===== config.mk =====
export PLATFORM = sky130hd
export DESIGN_NAME = pinned_entry_cache_table
export DESIGN_NICKNAME = d
export VERILOG_FILES = /design/src/hdl/pect_pkg.sv /design/src/hdl/pinned_entry_cache_table.sv
export SDC_FILE = /design/constraint.sdc
export NUM_CORES = 1
export LEC_CHECK = 0
export BUFFER_PORTS_ARGS = -buffer_cell sky130_fd_sc_hd__buf_2
export CAP_MARGIN = 20
export CORE_MARGIN = 3
export CORE_UTILIZATION = 55
export CTS_CLUSTER_DIAMETER = 150
export DETAILED_ROUTE_END_ITERATION = 10
export PLACE_DENSITY = 0.8
export SYNTH_ARGS = -nofsm -noshare
export SYNTH_HDL_FRONTEND = slang
export SYNTH_SLANG_ARGS = --single-unit

===== constraint.sdc =====
create_clock -name aclk -period 14.2 [get_ports aclk]
set_clock_uncertainty 0.2 [all_clocks]
set_input_delay 0.71 -clock aclk [delete_from_list [all_inputs] [get_ports aclk]]
set_output_delay 0.71 -clock aclk [all_outputs]
set_load 0.02 [all_outputs]

===== src/hdl/pect_pkg.sv =====
`default_nettype none

package pect_pkg;

    localparam int ENTRIES_DEF  = 8;
    localparam int KEY_BITS_DEF = 32;
    localparam int PIN_BITS_DEF = 8;

    localparam int OP_W     = 2;
    localparam int KEY_W    = 32;
    localparam int STATUS_W = 3;
    localparam int SLOT_W   = 3;
    localparam int PINS_W   = 8;
    localparam int OCC_W    = 4;

    typedef enum logic [OP_W-1:0] {
        OP_PIN    = 2'd0,
        OP_UNPIN  = 2'd1,
        OP_READ   = 2'd2,
        OP_MODIFY = 2'd3
    } op_t;

    typedef enum logic [STATUS_W-1:0] {
        ST_PIN_HIT   = 3'd0,
        ST_INSTALLED = 3'd1,
        ST_FULL      = 3'd2,
        ST_NOT_FOUND = 3'd3,
        ST_DONE      = 3'd4
    } status_t;

    typedef enum logic [2:0] {
        FSM_IDLE,
        FSM_SCAN,
        FSM_LAST,
        FSM_UPDATE,
        FSM_OUT
    } fsm_t;

    typedef struct packed {
        op_t              operation;
        logic [KEY_W-1:0] key;
        logic             end_of_batch;
    } in_beat_t;

    typedef struct packed {
        status_t             status;
        logic [SLOT_W-1:0]   slot;
        logic [PINS_W-1:0]   pin_count;
        logic                evicted;
        logic [KEY_W-1:0]    evicted_key;
        logic                write_back;
        logic [OCC_W-1:0]    occupancy;
        logic                end_of_batch_out;
    } out_beat_t;

endpackage

`default_nettype wire


===== src/hdl/pinned_entry_cache_table.sv =====
`default_nettype none

// Pinned-entry cache table: ENTRIES slots, each with a valid mark, a key, a pin count and a
// dirty mark, serving pin, unpin, read and modify requests one beat at a time with exactly
// one result beat per request. Every request walks all slots through a single shared
// key-match and victim-check stage fed by the slot memory's registered read port; s_ready
// stays low from acceptance until the result beat is taken and rises the cycle after, so
// a new request is accepted only once the last result beat is taken. Lookup picks the
// lowest matching valid slot; a missing pin installs into the lowest slot that is vacant
// or clean and unpinned, and reports full when none exists.
module pinned_entry_cache_table #(
    parameter int ENTRIES  = pect_pkg::ENTRIES_DEF,
    parameter int KEY_BITS = pect_pkg::KEY_BITS_DEF,
    parameter int PIN_BITS = pect_pkg::PIN_BITS_DEF
) (
    input  wire                      aclk,
    input  wire                      aresetn,
    input  wire                      s_valid,
    output logic                     s_ready,
    input  wire pect_pkg::in_beat_t  s_beat,
    output logic                     m_valid,
    input  wire                      m_ready,
    output pect_pkg::out_beat_t      m_beat
);

    localparam int IDX_W  = (ENTRIES > 1) ? $clog2(ENTRIES) : 1;
    localparam int CNT_W  = $clog2(ENTRIES + 1);
    localparam int WORD_W = KEY_BITS + PIN_BITS;
    localparam logic [PIN_BITS-1:0] PIN_MAX  = {PIN_BITS{1'b1}};
    localparam logic [PIN_BITS-1:0] PIN_ZERO = '0;
    localparam logic [PIN_BITS-1:0] PIN_ONE  = PIN_BITS'(1);

    pect_pkg::fsm_t state_reg, state_next;

    logic [WORD_W-1:0]   mem [ENTRIES];
    logic [WORD_W-1:0]   rd_data_reg;
    logic [IDX_W-1:0]    rd_addr;
    logic                mem_we;
    logic [IDX_W-1:0]    wr_addr;
    logic [WORD_W-1:0]   wr_data;

    logic [ENTRIES-1:0]  valid_reg;
    logic [ENTRIES-1:0]  dirty_reg;
    logic [CNT_W-1:0]    count_reg;
    logic [CNT_W-1:0]    rd_cnt_reg;
    logic                cmp_vld_reg;
    logic [IDX_W-1:0]    cmp_idx_reg;

    pect_pkg::op_t       op_reg;
    logic [KEY_BITS-1:0] key_reg;
    logic                eob_reg;

    logic                hit_found_reg;
    logic [IDX_W-1:0]    hit_idx_reg;
    logic [PIN_BITS-1:0] hit_pins_reg;
    logic                vic_found_reg;
    logic [IDX_W-1:0]    vic_idx_reg;
    logic                vic_was_valid_reg;
    logic [KEY_BITS-1:0] vic_key_reg;

    pect_pkg::out_beat_t out_reg;

    logic                accept;
    logic                do_scan;
    logic                do_update;
    logic [KEY_BITS-1:0] cmp_key;
    logic [PIN_BITS-1:0] cmp_pins;
    logic                cmp_hit;
    logic                cmp_vic;

    logic [PIN_BITS-1:0] pins_inc;
    logic [PIN_BITS-1:0] pins_dec;
    pect_pkg::out_beat_t out_next;
    logic                set_valid;
    logic                clr_dirty;
    logic                set_dirty;
    logic [IDX_W-1:0]    upd_idx;
    logic                count_inc;

    always_comb begin
        state_next = state_reg;
        case (state_reg)
            pect_pkg::FSM_IDLE: begin
                if (s_valid) begin
                    state_next = pect_pkg::FSM_SCAN;
                end
            end
            pect_pkg::FSM_SCAN: begin
                if (rd_cnt_reg == CNT_W'(ENTRIES - 1)) begin
                    state_next = pect_pkg::FSM_LAST;
                end
            end
            pect_pkg::FSM_LAST: begin
                state_next = pect_pkg::FSM_UPDATE;
            end
            pect_pkg::FSM_UPDATE: begin
                state_next = pect_pkg::FSM_OUT;
            end
            pect_pkg::FSM_OUT: begin
                if (m_ready) begin
                    state_next = pect_pkg::FSM_IDLE;
                end
            end
            default: begin
                state_next = pect_pkg::FSM_IDLE;
            end
        endcase
    end

    always_comb begin
        s_ready   = 1'b0;
        m_valid   = 1'b0;
        do_scan   = 1'b0;
        do_update = 1'b0;
        case (state_reg)
            pect_pkg::FSM_IDLE:   s_ready   = aresetn;
            pect_pkg::FSM_SCAN:   do_scan   = 1'b1;
            pect_pkg::FSM_LAST:   do_scan   = 1'b0;
            pect_pkg::FSM_UPDATE: do_update = 1'b1;
            pect_pkg::FSM_OUT:    m_valid   = aresetn;
            default:              s_ready   = 1'b0;
        endcase
    end

    assign accept  = s_valid && s_ready;
    assign rd_addr = rd_cnt_reg[IDX_W-1:0];
    assign m_beat  = out_reg;

    always_ff @(posedge aclk) begin
        if (!aresetn) begin
            state_reg <= pect_pkg::FSM_IDLE;
        end else begin
            state_reg <= state_next;
        end
    end

    always_ff @(posedge aclk) begin
        if (mem_we) begin
            mem[wr_addr] <= wr_data;
        end
        rd_data_reg <= mem[rd_addr];
    end

    assign cmp_key  = rd_data_reg[WORD_W-1:PIN_BITS];
    assign cmp_pins = rd_data_reg[PIN_BITS-1:0];
    assign cmp_hit  = valid_reg[cmp_idx_reg] && (cmp_key == key_reg);
    assign cmp_vic  = !valid_reg[cmp_idx_reg]
                      || (!dirty_reg[cmp_idx_reg] && (cmp_pins == PIN_ZERO));

    always_ff @(posedge aclk) begin
        if (!aresetn) begin
            rd_cnt_reg    <= '0;
            cmp_vld_reg   <= 1'b0;
            hit_found_reg <= 1'b0;
            vic_found_reg <= 1'b0;
        end else begin
            cmp_vld_reg <= do_scan;
            if (accept) begin
                rd_cnt_reg    <= '0;
                hit_found_reg <= 1'b0;
                vic_found_reg <= 1'b0;
            end else begin
                if (do_scan) begin
                    rd_cnt_reg <= rd_cnt_reg + CNT_W'(1);
                end
                if (cmp_vld_reg && cmp_hit && !hit_found_reg) begin
                    hit_found_reg <= 1'b1;
                end
                if (cmp_vld_reg && cmp_vic && !vic_found_reg) begin
                    vic_found_reg <= 1'b1;
                end
            end
        end
    end

    always_ff @(posedge aclk) begin
        if (accept) begin
            op_reg  <= s_beat.operation;
            key_reg <= KEY_BITS'(s_beat.key);
            eob_reg <= s_beat.end_of_batch;
        end
        if (do_scan) begin
            cmp_idx_reg <= rd_addr;
        end
        if (cmp_vld_reg && cmp_hit && !hit_found_reg) begin
            hit_idx_reg  <= cmp_idx_reg;
            hit_pins_reg <= cmp_pins;
        end
        if (cmp_vld_reg && cmp_vic && !vic_found_reg) begin
            vic_idx_reg       <= cmp_idx_reg;
            vic_was_valid_reg <= valid_reg[cmp_idx_reg];
            vic_key_reg       <= cmp_key;
        end
        if (do_update) begin
            out_reg <= out_next;
        end
    end

    assign pins_inc = (hit_pins_reg == PIN_MAX) ? hit_pins_reg : hit_pins_reg + PIN_ONE;
    assign pins_dec = (hit_pins_reg == PIN_ZERO) ? hit_pins_reg : hit_pins_reg - PIN_ONE;

    always_comb begin
        out_next                  = '0;
        out_next.status           = pect_pkg::ST_NOT_FOUND;
        out_next.end_of_batch_out = eob_reg;
        mem_we    = 1'b0;
        wr_addr   = hit_idx_reg;
        wr_data   = {key_reg, hit_pins_reg};
        set_valid = 1'b0;
        clr_dirty = 1'b0;
        set_dirty = 1'b0;
        upd_idx   = hit_idx_reg;
        count_inc = 1'b0;
        if (op_reg == pect_pkg::OP_PIN) begin
            if (hit_found_reg) begin
                mem_we             = do_update;
                wr_data            = {key_reg, pins_inc};
                out_next.status    = pect_pkg::ST_PIN_HIT;
                out_next.slot      = pect_pkg::SLOT_W'(hit_idx_reg);
                out_next.pin_count = pect_pkg::PINS_W'(pins_inc);
            end else if (vic_found_reg) begin
                mem_we               = do_update;
                wr_addr              = vic_idx_reg;
                wr_data              = {key_reg, PIN_ONE};
                upd_idx              = vic_idx_reg;
                set_valid            = do_update;
                clr_dirty            = do_update;
                count_inc            = do_update && !vic_was_valid_reg;
                out_next.status      = pect_pkg::ST_INSTALLED;
                out_next.slot        = pect_pkg::SLOT_W'(vic_idx_reg);
                out_next.pin_count   = pect_pkg::PINS_W'(PIN_ONE);
                out_next.evicted     = vic_was_valid_reg;
                out_next.evicted_key = vic_was_valid_reg
                                       ? pect_pkg::KEY_W'(vic_key_reg) : '0;
            end else begin
                out_next.status = pect_pkg::ST_FULL;
            end
        end else if (hit_found_reg) begin
            out_next.status    = pect_pkg::ST_DONE;
            out_next.slot      = pect_pkg::SLOT_W'(hit_idx_reg);
            out_next.pin_count = pect_pkg::PINS_W'(hit_pins_reg);
            if (op_reg == pect_pkg::OP_UNPIN) begin
                mem_we              = do_update;
                wr_data             = {key_reg, pins_dec};
                clr_dirty           = do_update;
                out_next.pin_count  = pect_pkg::PINS_W'(pins_dec);
                out_next.write_back = dirty_reg[hit_idx_reg];
            end else if (op_reg == pect_pkg::OP_MODIFY) begin
                set_dirty = do_update;
            end
        end
        out_next.occupancy = pect_pkg::OCC_W'(count_reg + CNT_W'(!vic_was_valid_reg
                                                                 && out_next.status
                                                                 == pect_pkg::ST_INSTALLED));
    end

    always_ff @(posedge aclk) begin
        if (!aresetn) begin
            valid_reg <= '0;
            dirty_reg <= '0;
            count_reg <= '0;
        end else begin
            if (set_valid) begin
                valid_reg[upd_idx] <= 1'b1;
            end
            if (clr_dirty) begin
                dirty_reg[upd_idx] <= 1'b0;
            end
            if (set_dirty) begin
                dirty_reg[upd_idx] <= 1'b1;
            end
            if (count_inc) begin
                count_reg <= count_reg + CNT_W'(1);
            end
        end
    end

endmodule

`default_nettype wire


==> out/metrics.yaml <==
cts_max_path_buffers: 3
fp-row-count: 68
reg2reg_depth: 6
dieArea_um2: 38400
async_flop_share_pct: 0
post-place-ws_ns: 10.67
routedWlPerCell_um: 24.5
reg2reg_to: "mem[5][31]"
cts_buffers: 50
grt_antenna_before_repair: 2
tns_ns: 0
viasPerCell: 6.00
tritoncts: "built"
required_ns: 14.23
synth_flop_cell: "edfxtp_1"
grt-busiest-layer: "met2"
io_pins: 94
min_path_cells: 1
period_share_pct: 25.1
netlist_area_um2: 19800
clk_pin_slew_ns: 0.06
drtIter0Drc: 887
grt_pass1_vias: 9924
period_needed_ns: 3.57
dpl.hpwl_mm: 22.3
die_h_um: 196
rsz0062_at_grt: "no"
cts.sinks: 528
root_buffer: "clkbuf_16"
postSynthAreaPerCell_um2: 19.7
p_leak_uw: 0.00751
worst_pin_slew_ns: 0.980
hold_slack_ns: 0.0813
synth_cell_types: 60
outcome: "finished clean"
synthCells: 1008
hold_viol: 0
nNetsFinal: 1170
vias: 9726
first_pass_iters: 5
cts_htree_levels: 2
relSlewSlack_pct: 34.6
holdBufCountCts: 0
diodes: 0
use_met1_pct: 29.3
ant_nets: 0
drive_gt1_share_pct: 30.4
start_kind: "flip-flop"
powerDensity_nw_per_um2: 147
fp.dieW_um: 196
reg2reg_from: "op_reg[1]"
final-setup-viol-count: 0
fin_ws_ns: 10.63
min-delay-start: "s_beat[30]"
synth_fp_nets: 1054
drcViolationCount: 0
start_util_pct: 56.6
min_to: "key_reg[29]"
track_usage_pct: 20.9
grt.met3_usage_pct: 4.43
utilization_pct: 64.7
dpl_cell_area_um2: 20900
maxCapViolCount: 0
cts_resized: 0
path_max_fanout: 40
hp-class: "in -> reg"
finalInstanceArea_um2: 22700
synth_edf_count: 458
fmax_mhz: 280
ir_worst_vdd_mv: 0.129
path_class: "reg -> reg"
cts_setup_buffers: 0
finalWirelength_mm: 39.7
place_congestion: 0.843
core-area_um2: 35100
largest_reg_flops: 320
ys_seq_elements: 528
end_kind: "flip-flop"
r2r_slack_ns: 10.63
grt_max_degree: 61
seq_area_frac_synth_pct: 76.4
area.growth.synth_to_final_pct: 14.4
use_met2_pct: 33.6
grt_pass1_wl_mm: 60.6
arrival_ns: 3.60
finalMaxSlewViolations: 0
io_buffers: 93
clock_latency_ns: 0.60
yosysWarnings: 0
overflow: 0
synthesized netlist by cell type, drive strengths merged, types with 12 or more instances:
library cell | number | area (µm²)
nand2 | 30 | 113
mux2 | 41 | 462
and3 | 36 | 226
clkbuf | 28 | 105
a21oi | 12 | 60.1
o21ai | 16 | 80.1
mux4 | 86 | 1940
xor2 | 33 | 289
buf | 18 | 110
nor4 | 12 | 81.3
edfxtp | 458 | 13800
dfxtp | 70 | 1400
nor2 | 28 | 108
where the power goes:
part           switching [µW]  total (µW)  internal (µW)
Combinational            77.1         158           81.4
Sequential               44.0        1770           1720
Clock                     564        1420            854
Total                     685        3340           2660
placed cells by master, fill, tap and decap left out, drive strengths merged, types with 4 or more instances in the layout:
cell type  netlist  final
bufinv           0      7
nor2b            9      9
o211ai           7      7
mux2            41     41
nand2           30     30
a21o             7      7
and2            10     10
buf             18    110
nand3b           4      4
a22o             4      4
xor2            33     33
a31oi            4      4
and3            36     36
a21oi           12     12
nand4            6      6
mux4            86     86
inv              8      9
edfxtp         458    458
nor2            28     28
nor4            12     12
clkinv           0     11
dfxtp           70     70
ha               7      7
clkinvlp         0      4
nand2b           7      7
nand3            4      4
nor3             8      8
o21ai           16     16
a32o             4      4
o21a             5      5
mux2i            8      8
xnor2           10     10
clkbuf          28     71
metrics by stage:
| stage | power [µW] | cells |
|---|---|---|
| floorplan | 1900 | 1008 |
| global placement | 1950 | 1526 |
| detailed placement | 1960 | 1526 |
| CTS | 3370 | 1620 |
| global route | 3440 | 1621 |
| finish | 3340 | 1621 |
worst max-delay path by stage:
stage | start | to | cells after the start
after floorplan | state_reg[1] | mem[1][0] | 4
after global placement | op_reg[1] | mem[5][28] | 6
after detailed placement | op_reg[1] | mem[5][31] | 6
after CTS | op_reg[1] | mem[5][31] | 6
after global routing | op_reg[1] | mem[5][31] | 6
final | op_reg[1] | mem[5][31] | 6
worst max-delay path, cell delays in order (launching register included):
cell	delay, ns
edfxtp_1	0.55
nor4b_4	0.30
buf_4	0.44
mux2i_1	0.37
and2_1	0.26
nor2b_4	0.60
buf_4	0.48
cells by family (layout without fill, tap and decap cells):
group,after synthesis,in the layout,synth area share [%]
and+or+nand+nor,167,167,4.88
DFF,528,528,76.4
adders and majority gates,7,7,0.442
muxes,135,135,12.5
buffers and inverters,54,212,1.24
xor gates and xnor gates,43,43,1.90
AOI/OAI and AO/OA,74,74,2.61
routing by layer:
layer	wire length, µm	share of wire (%)
met2	19600	49
met4	991	2.5
met3	2680	6.8
met5	0	0
met1	16400	41
cell type report:
class                   instances  area, µm²
repair buffers                110        613
inverters                       8       30.0
fillers                      2282      12400
clock inverters                23        327
flip-flops and latches        528      15200
clock buffers                  71       1470
multi-input cells             426       4510
well taps                     455        569
Note: power is estimated with default switching activity, not from simulation.
